[config.mk]
export PLATFORM = sky130hd
export DESIGN_NAME = rgb_to_hsv_convert
export DESIGN_NICKNAME = d
export VERILOG_FILES = /design/src/hw/rtl/rhc_pkg.sv /design/src/hw/rtl/rhc_front.sv /design/src/hw/rtl/rhc_queue.sv /design/src/hw/rtl/rhc_back.sv /design/src/hw/rtl/rgb_to_hsv_convert.sv
export SDC_FILE = /design/constraint.sdc
export NUM_CORES = 2
export LEC_CHECK = 0
export ABC_AREA = 1
export ABC_CLOCK_PERIOD_IN_PS = 6000
export BUFFER_PORTS_ARGS = -buffer_cell sky130_fd_sc_hd__buf_2
export CORE_MARGIN = 2
export CORE_UTILIZATION = 55
export CTS_BUF_LIST = sky130_fd_sc_hd__clkbuf_16
export CTS_CLUSTER_DIAMETER = 50
export DETAILED_ROUTE_END_ITERATION = 12
export PLACE_DENSITY_LB_ADDON = 0.3
export SLEW_MARGIN = 0
export SYNTH_ARGS = -nofsm -noshare
export SYNTH_HDL_FRONTEND = slang
export SYNTH_HIERARCHICAL = 1
export SYNTH_SLANG_ARGS = --single-unit
[constraint.sdc]
create_clock -name clk -period 6 [get_ports clk]
set_clock_uncertainty 0.2 [all_clocks]
set_input_delay 0.6 -clock clk [delete_from_list [all_inputs] [get_ports clk]]
set_output_delay 0.6 -clock clk [all_outputs]
set_load 0.02 [all_outputs]
[src/hw/rtl/rhc_pkg.sv]
`timescale 1ns / 1ps

package rhc_pkg;

	// channel and hue widths of the pixel format
	localparam int CHANNEL_BITS = 8;
	localparam int HUE_BITS     = 16;

	// hue quotient carries one extra bit for the round-up to a full turn
	localparam int HUE_QBITS = HUE_BITS + 1;
	// width of 6*d and of the sector numerator
	localparam int HDEN_BITS = CHANNEL_BITS + 3;
	// width of the hue dividend n*2^hue_bits + 3d
	localparam int HNUM_BITS = CHANNEL_BITS + 3 + HUE_BITS;
	// width of the saturation dividend 2*full*d + max and divisor 2*max
	localparam int SNUM_BITS = 2 * CHANNEL_BITS + 1;
	localparam int SDEN_BITS = CHANNEL_BITS + 1;

	// divider steps: one hue quotient bit per stage, both divisions share the stages
	localparam int DIV_STEPS = (HUE_QBITS > CHANNEL_BITS) ? HUE_QBITS : CHANNEL_BITS;

	// entries of the queue between classifier and divider
	localparam int QUEUE_DEPTH = 2;

	typedef struct packed {
		logic [CHANNEL_BITS-1:0] red;
		logic [CHANNEL_BITS-1:0] green;
		logic [CHANNEL_BITS-1:0] blue;
		logic [CHANNEL_BITS-1:0] alpha;
	} pixel_t;

	typedef struct packed {
		logic [HUE_BITS-1:0]     hue;
		logic [CHANNEL_BITS-1:0] saturation;
		logic [CHANNEL_BITS-1:0] brightness;
		logic [CHANNEL_BITS-1:0] alpha_out;
	} hsv_t;

	// classified pixel: dividends, divisors and pass-through fields
	typedef struct packed {
		logic [HNUM_BITS-1:0]    hue_num;
		logic [HDEN_BITS-1:0]    hue_den;
		logic [SNUM_BITS-1:0]    sat_num;
		logic [SDEN_BITS-1:0]    sat_den;
		logic                    hue_zero;
		logic                    sat_zero;
		logic [CHANNEL_BITS-1:0] brightness;
		logic [CHANNEL_BITS-1:0] alpha;
	} job_t;

	// queue status seen by the top level
	typedef struct packed {
		logic full;
		logic valid;
	} queue_status_t;

endpackage

[src/hw/rtl/rhc_front.sv]
`timescale 1ns / 1ps

module rhc_front (
	input  rhc_pkg::pixel_t pixel,
	output rhc_pkg::job_t   job
);

	localparam int C  = rhc_pkg::CHANNEL_BITS;
	localparam int H  = rhc_pkg::HUE_BITS;
	localparam int NW = C + 4;

	logic [C-1:0]  r, g, b, mx, mn, d;
	logic [NW-1:0] d2, d4, d6, nn_raw, nn;
	logic [C+2:0]  d3;

	always_comb begin
		r = pixel.red;
		g = pixel.green;
		b = pixel.blue;

		// largest and smallest channel
		mx = r;
		if (g > mx) mx = g;
		if (b > mx) mx = b;
		mn = r;
		if (g < mn) mn = g;
		if (b < mn) mn = b;
		d = mx - mn;

		d2 = {3'b000, d, 1'b0};
		d4 = {2'b00, d, 2'b00};
		d6 = d4 + d2;
		d3 = {2'b00, d, 1'b0} + {3'b000, d};

		// sector numerator, red wins ties, then green
		if (r == mx) begin
			nn_raw = {4'b0000, g} - {4'b0000, b};
		end else if (g == mx) begin
			nn_raw = {4'b0000, b} - {4'b0000, r} + d2;
		end else begin
			nn_raw = {4'b0000, r} - {4'b0000, g} + d4;
		end
		nn = nn_raw[NW-1] ? (nn_raw + d6) : nn_raw;

		// hue = (n*2^h + 3d) / 6d, saturation = (2*full*d + max) / 2max
		job.hue_num    = {nn[NW-2:0], {H{1'b0}}} + {{H{1'b0}}, d3};
		job.hue_den    = d6[NW-2:0];
		job.sat_num    = {d, {(C+1){1'b0}}} - {{C{1'b0}}, d, 1'b0}
			+ {{(C+1){1'b0}}, mx};
		job.sat_den    = {mx, 1'b0};
		job.hue_zero   = (d == '0);
		job.sat_zero   = (mx == '0);
		job.brightness = mx;
		job.alpha      = pixel.alpha;
	end

endmodule

[src/hw/rtl/rhc_queue.sv]
`timescale 1ns / 1ps

module rhc_queue (
	input  logic                  clk,
	input  logic                  arst_n,
	input  logic                  push,
	input  rhc_pkg::job_t         push_job,
	input  logic                  pop,
	output rhc_pkg::job_t         head_job,
	output rhc_pkg::queue_status_t status
);

	localparam int DEPTH = rhc_pkg::QUEUE_DEPTH;
	localparam int PW    = $clog2(DEPTH);
	localparam int CW    = $clog2(DEPTH + 1);

	rhc_pkg::job_t mem_q [DEPTH];
	logic [PW-1:0] wr_ptr_q, rd_ptr_q;
	logic [CW-1:0] count_q;
	logic          do_push, do_pop;

	assign status.full  = (count_q == CW'(DEPTH));
	assign status.valid = (count_q != '0);
	assign do_push      = push && !status.full;
	assign do_pop       = pop && status.valid;
	assign head_job     = mem_q[rd_ptr_q];

	// entry storage
	always_ff @(posedge clk) begin
		if (do_push) mem_q[wr_ptr_q] <= push_job;
	end

	// pointers and fill count
	always_ff @(posedge clk or negedge arst_n) begin
		if (!arst_n) begin
			wr_ptr_q <= '0;
			rd_ptr_q <= '0;
			count_q  <= '0;
		end else begin
			if (do_push) wr_ptr_q <= (wr_ptr_q == PW'(DEPTH - 1)) ? '0 : wr_ptr_q + 1'b1;
			if (do_pop)  rd_ptr_q <= (rd_ptr_q == PW'(DEPTH - 1)) ? '0 : rd_ptr_q + 1'b1;
			if (do_push && !do_pop)      count_q <= count_q + 1'b1;
			else if (do_pop && !do_push) count_q <= count_q - 1'b1;
		end
	end

endmodule

[src/hw/rtl/rhc_back.sv]
`timescale 1ns / 1ps

module rhc_back (
	input  logic           clk,
	input  logic           arst_n,
	input  logic           in_valid,
	input  rhc_pkg::job_t  in_job,
	output logic           strobe,
	output rhc_pkg::hsv_t  result
);

	localparam int C     = rhc_pkg::CHANNEL_BITS;
	localparam int H     = rhc_pkg::HUE_BITS;
	localparam int HQ    = rhc_pkg::HUE_QBITS;
	localparam int HN    = rhc_pkg::HNUM_BITS;
	localparam int SN    = rhc_pkg::SNUM_BITS;
	localparam int STEPS = rhc_pkg::DIV_STEPS;

	typedef struct packed {
		logic [C+2:0]  hue_rem;
		logic [HQ-1:0] hue_lo;
		logic [HQ-1:0] hue_q;
		logic [C+2:0]  hue_den;
		logic [C:0]    sat_rem;
		logic [C-1:0]  sat_lo;
		logic [C-1:0]  sat_q;
		logic [C:0]    sat_den;
		logic          hue_zero;
		logic          sat_zero;
		logic [C-1:0]  brightness;
		logic [C-1:0]  alpha;
	} stage_t;

	stage_t       stg_s [STEPS+1];
	stage_t       load;
	logic [STEPS:0] vld_s;

	// split the dividends: high part is the starting remainder
	always_comb begin
		load.hue_rem    = {1'b0, in_job.hue_num[HN-1:HQ]};
		load.hue_lo     = in_job.hue_num[HQ-1:0];
		load.hue_q      = '0;
		load.hue_den    = in_job.hue_den;
		load.sat_rem    = in_job.sat_num[SN-1:C];
		load.sat_lo     = in_job.sat_num[C-1:0];
		load.sat_q      = '0;
		load.sat_den    = in_job.sat_den;
		load.hue_zero   = in_job.hue_zero;
		load.sat_zero   = in_job.sat_zero;
		load.brightness = in_job.brightness;
		load.alpha      = in_job.alpha;
	end

	always_ff @(posedge clk) begin
		if (in_valid) stg_s[0] <= load;
	end

	// restoring division, one hue quotient bit per stage, saturation bits only where DO_SAT is set
	for (genvar k = 1; k <= STEPS; k++) begin : g_step
		localparam bit DO_HUE = (k > STEPS - HQ);
		localparam bit DO_SAT = (k > STEPS - C);
		stage_t       nx;
		logic [C+3:0] ht;
		logic [C+1:0] st;

		always_comb begin
			nx = stg_s[k-1];
			ht = {stg_s[k-1].hue_rem, stg_s[k-1].hue_lo[HQ-1]};
			st = {stg_s[k-1].sat_rem, stg_s[k-1].sat_lo[C-1]};
			if (DO_HUE) begin
				nx.hue_lo = {stg_s[k-1].hue_lo[HQ-2:0], 1'b0};
				if (ht >= {1'b0, stg_s[k-1].hue_den}) begin
					nx.hue_rem = (C+3)'(ht - {1'b0, stg_s[k-1].hue_den});
					nx.hue_q   = {stg_s[k-1].hue_q[HQ-2:0], 1'b1};
				end else begin
					nx.hue_rem = ht[C+2:0];
					nx.hue_q   = {stg_s[k-1].hue_q[HQ-2:0], 1'b0};
				end
			end
			if (DO_SAT) begin
				nx.sat_lo = {stg_s[k-1].sat_lo[C-2:0], 1'b0};
				if (st >= {1'b0, stg_s[k-1].sat_den}) begin
					nx.sat_rem = (C+1)'(st - {1'b0, stg_s[k-1].sat_den});
					nx.sat_q   = {stg_s[k-1].sat_q[C-2:0], 1'b1};
				end else begin
					nx.sat_rem = st[C:0];
					nx.sat_q   = {stg_s[k-1].sat_q[C-2:0], 1'b0};
				end
			end
		end

		always_ff @(posedge clk) begin
			stg_s[k] <= nx;
		end
	end

	// stage valid bits
	always_ff @(posedge clk or negedge arst_n) begin
		if (!arst_n) begin
			vld_s <= '0;
		end else begin
			vld_s <= {vld_s[STEPS-1:0], in_valid};
		end
	end

	// gray pixels give hue zero, black gives saturation zero; hue wraps at a full turn
	assign strobe            = vld_s[STEPS];
	assign result.hue        = stg_s[STEPS].hue_zero ? '0 : stg_s[STEPS].hue_q[H-1:0];
	assign result.saturation = stg_s[STEPS].sat_zero ? '0 : stg_s[STEPS].sat_q;
	assign result.brightness = stg_s[STEPS].brightness;
	assign result.alpha_out  = stg_s[STEPS].alpha;

	a_latency: assert property (@(posedge clk) disable iff (!arst_n)
		in_valid |-> ##(STEPS+1) strobe)
		else $error("transfer into divider did not come out after fixed latency");

	a_gray_hue: assert property (@(posedge clk) disable iff (!arst_n)
		in_valid && in_job.hue_zero |-> ##(STEPS+1) (strobe && result.hue == '0))
		else $error("gray pixel produced nonzero hue");

	a_black_sat: assert property (@(posedge clk) disable iff (!arst_n)
		in_valid && in_job.sat_zero |-> ##(STEPS+1)
			(strobe && result.saturation == '0 && result.brightness == '0))
		else $error("black pixel produced nonzero saturation or brightness");

endmodule

[src/hw/rtl/rgb_to_hsv_convert.sv]
`timescale 1ns / 1ps

// RGB to HSV pixel converter. A pixel transfer happens at a clock edge with start high
// and busy low; one pixel can be taken every cycle, and busy only rises if the two-entry
// queue between the classifier and the divider fills, which it does not in steady
// streaming since the divider pipeline drains one entry per cycle. Each result appears
// for one cycle with strobe high, once its pixel has passed the queue, the load register
// and the divider stages (8-bit channels and 16-bit hue by default). Each stage resolves
// one hue quotient bit, the final stages one saturation bit as well. The receiver cannot
// hold results off, so it must take every strobe. Results come out in pixel order.
module rgb_to_hsv_convert (
	input  logic            clk,
	input  logic            arst_n,
	input  logic            start,
	output logic            busy,
	input  rhc_pkg::pixel_t pixel,
	output logic            strobe,
	output rhc_pkg::hsv_t   result
);

	rhc_pkg::job_t          front_job;
	rhc_pkg::job_t          head_job;
	rhc_pkg::queue_status_t qstat;
	logic                   accept;

	assign busy   = qstat.full;
	assign accept = start && !busy;

	// classify the pixel: extremes, sector and dividends
	rhc_front u_front (
		.pixel (pixel),
		.job   (front_job)
	);

	// decoupling queue, drained by the divider every cycle that it holds an entry
	rhc_queue u_queue (
		.clk      (clk),
		.arst_n   (arst_n),
		.push     (accept),
		.push_job (front_job),
		.pop      (qstat.valid),
		.head_job (head_job),
		.status   (qstat)
	);

	// pipelined hue and saturation divider
	rhc_back u_back (
		.clk      (clk),
		.arst_n   (arst_n),
		.in_valid (qstat.valid),
		.in_job   (head_job),
		.strobe   (strobe),
		.result   (result)
	);

endmodule

==> flow_summary_export.csv <==
group,metric,value,unit
job,cap_violations,0,
worst_hold_path,hold_class,"primary input to flip-flop",
global_route,use_met1,25.70,%
cts,cts_htree_levels,4,
floorplanning,start_util,55.35,%
routing,drc,0,
critical_path,worstSetupEndpointType,"flip-flop",
sta,setup_viol,4,
finish,drive_above_1_share,17.22,%
place,gp_congestion,0.9056,
place,io_buffers,76,
finish,ff_latch_area,0.03504,mm2
cts,root_buffer,"clkbuf_16",
global_route,antenna_found_initial,0,
floorplanning,die_x,337.3,um
global_route,grt_pass1_wl,195100,um
critical_path,path_common_cell,"nor2_1",
finish,area_growth,16.15,%
yosys,yosysTopAreaCell,"dfxtp_1",
yosys,synth_area_leaders,"dfxtp_1 44%, edfxtp_1 12%, nand2_1 10%",
run_status,outcome,"finished with violations",
cts,clk_latency,0.76,ns
routing,wl,118700,um
yosys,ys_seq_area_share,57.37,%
routing,viasPerCell,4.807,
critical_path,critical_path_class,"primary input to flip-flop",
finish,n_fill_cell,8836,
global_route,met3_usage,3.206,%
sta,slew_headroom,37.80,%
routing,firstDrtPassIters,5,
sta,rsz0062_at_grt,"true",
global_route,grt_pass1_vias,40310,
finish,multi_input_area,0.02233,mm2
place,hpwl,86110,um
critical_path,critical_path.startpoint_type,"primary input",
yosys,synth_area_per_cell,9.723,um2
routing,drt_iter0_drc,1997,
floorplanning,rows,122,
global_route,grt_usage,21.19,%
floorplanning,die_area,0.1138,mm2
critical_path,worst-path-max-fanout,6,
floorplanning,die_h,337.3,um
cts,clock-sinks,1622,
sta,max_slew.worst_pin.slew,0.9329,ns
sta,min_period,6.459,ns
cts,cts_tree,"done",
yosys,synth-seq-cells,1622,
global_route,met2_usage,38.45,%
yosys,syn_area,0.06109,mm2
sta,slew_violations,0,
yosys,yosys_warnings,6,
critical_path,cpMaxStageDelayCell,"fa_2",
run_status,violations,"negative setup slack",
global_route,grt_max_degree,75,
finish,diodes,0,
cts,clockBufferDepth,3,
finish,final_nets,7130,
sta,fin_crit_sh,107.7,%
critical_path,arrival,6.77,ns
routing,num_vias,40120,
yosys,yosysTopAreaCellShare,44.37,%
sta,finalHoldViolCount,0,
floorplanning,io_pins,77,
floorplanning,coreArea,0.1104,mm2
critical_path,cp.required,6.31,ns
sta,hold_ws,0.08633,ns
yosys,synth.distinct_cells,64,
sta,fmax,0.1548,GHz
global_route,grt.busiest_layer,"met2",
cts,clk_pin_slew,0.06,ns
critical_path,slowest_delay,0.60,ns
cts,cts_inserted_buffers,162,
routing,avgRoutedWirePerCell,14.23,um
yosys,syn_inst,6283,
routing,detail-route-antenna-nets,0,
global_route,grt-ovfl-total,0,
sta,postLayoutSetupSlackWorst,-0.4593,ns
final cells by class:
class	instances	share of cell area (%)
Inverter	918	4.886
Sequential cell	1622	49.39
Tap cell	1488	2.624
Clock inverter	132	1.827
Timing Repair Buffer	379	3.911
Multi-Input combinational cell	3640	31.47
Clock buffer	167	5.890
through the flow:
| stage | worst slack [ns] | setup TNS [ns] | util [%] | instance area, um2 | instances |
|---|---|---|---|---|---|
| 3_3_place_gp | -1.313 | -21.29 | 58.45 | 64500 | 7976 |
| 5_1_grt | -0.8489 | -3.770 | 64.29 | 70950 | 8346 |
| 2_1_floorplan | -0.9248 | -6.466 | - | 61510 | 6290 |
| 4_1_cts | -0.2931 | -0.8645 | 63.97 | 70600 | 8328 |
| 3_5_place_dp | -1.373 | -24.76 | 58.45 | 64500 | 7976 |
| 6_report | -0.4593 | -1.310 | 64.29 | 70950 | 8346 |
per-layer routing:
metal  share of wire, %  vias to the layer above
met5                  0                        -
met4                2.6                        0
met3                3.5                      195
met2                 50                      610
met1                 44                    18500
li1                   -                    20820
flip-flops by register name, indices dropped and copies added (netlist names):
name and flops:
u_back/stg_s 1436, u_queue/mem_q 164, u_back/vld_s 18, u_queue/count_q 2, u_queue/rd_ptr_q 1, u_queue/wr_ptr_q 1
cells in the mapped netlist (all sizes together):
cell and number:
and2 18, a2111oi 1, nand3b 63, xnor2 39
o211ai 4, inv 918, o21bai 13, clkbuf 7
dfxtp 1354, nand3 416, o311ai 1, nor2b 1
or2 19, a21oi 140, a22oi 1, nor3 9
nand2 1768, o2111ai 1, xor2 107, a221oi 1
and3 1, a221o 1, a31oi 5, edfxtp 246
o22ai 1, buf 105, a21o 2, a211oi 2
dfrtp 22, nor3b 1, nor2 312, fa 31
nand4 174, conb 1, o21ai 153, nor4 3
ha 341, a21boi 1
logic make-up after synthesis:
family / Yosys count / share of synthesized area (%)
simple gates: 2785 / 21.77
flops: 1622 / 57.37
buf+inv: 1030 / 7.306
fa+ha+maj: 372 / 8.000
compound gates: 327 / 3.386
xor+xnor: 146 / 2.167
other cells: 1 / 0.006139
cells in the final DEF (no fill, tap or decap), types with 67 or more instances in the layout:
cell type,count
edfxtp_1,246
ha_1,320
dfxtp_1,1354
o21ai_2,67
xor2_1,101
inv_1,902
clkbuf_16,167
nand2_1,1637
nand3_1,296
nand3_2,102
a21oi_1,105
nand4_1,157
buf_2,73
buf_4,282
nand2_2,104
nor2_1,242
final timing paths:
check / startpoint / end / slack [ns] / cells past startpoint
worst max-delay path: pixel[22] / u_queue/mem_q[0][81] / -0.46 / 48
worst min-delay path: start / u_queue/wr_ptr_q / 0.09 / 7
worst max register to register: u_queue/count_q[1] / u_queue/mem_q[0][68] / 3.11 / 8
worst min register to register: u_back/stg_s[10][70] / u_back/stg_s[11][71] / 0.10 / 0
max in group asynchronous: arst_n / u_queue/rd_ptr_q / 5.11 / 2
min in group asynchronous: arst_n / u_back/vld_s[9] / 0.15 / 2
worst max-delay path, delay by kind of cell:
kind	cells	cell delay, ns
adder cells (fa/ha/maj)	6	1.92
buffers and inverters	11	0.91
AO/OA/AOI/OAI	9	1.03
AND/OR/NAND/NOR	20	1.87
XOR/XNOR	2	0.41
repair_timing:
item | 4_1_cts | 5_1_grt
buffers inserted | 42 | 20
hold endpoints to repair | 38 | 0
endpoints found under the setup margin | 8 | 20
gates cloned | 2 | 0
pin swaps | 47 | 56
resized for setup | 48 | 51
hold buffers | 9 | 0
Power is not shown: default switching activity piles up to over one toggle a cycle in this logic, so the estimate is an artifact.
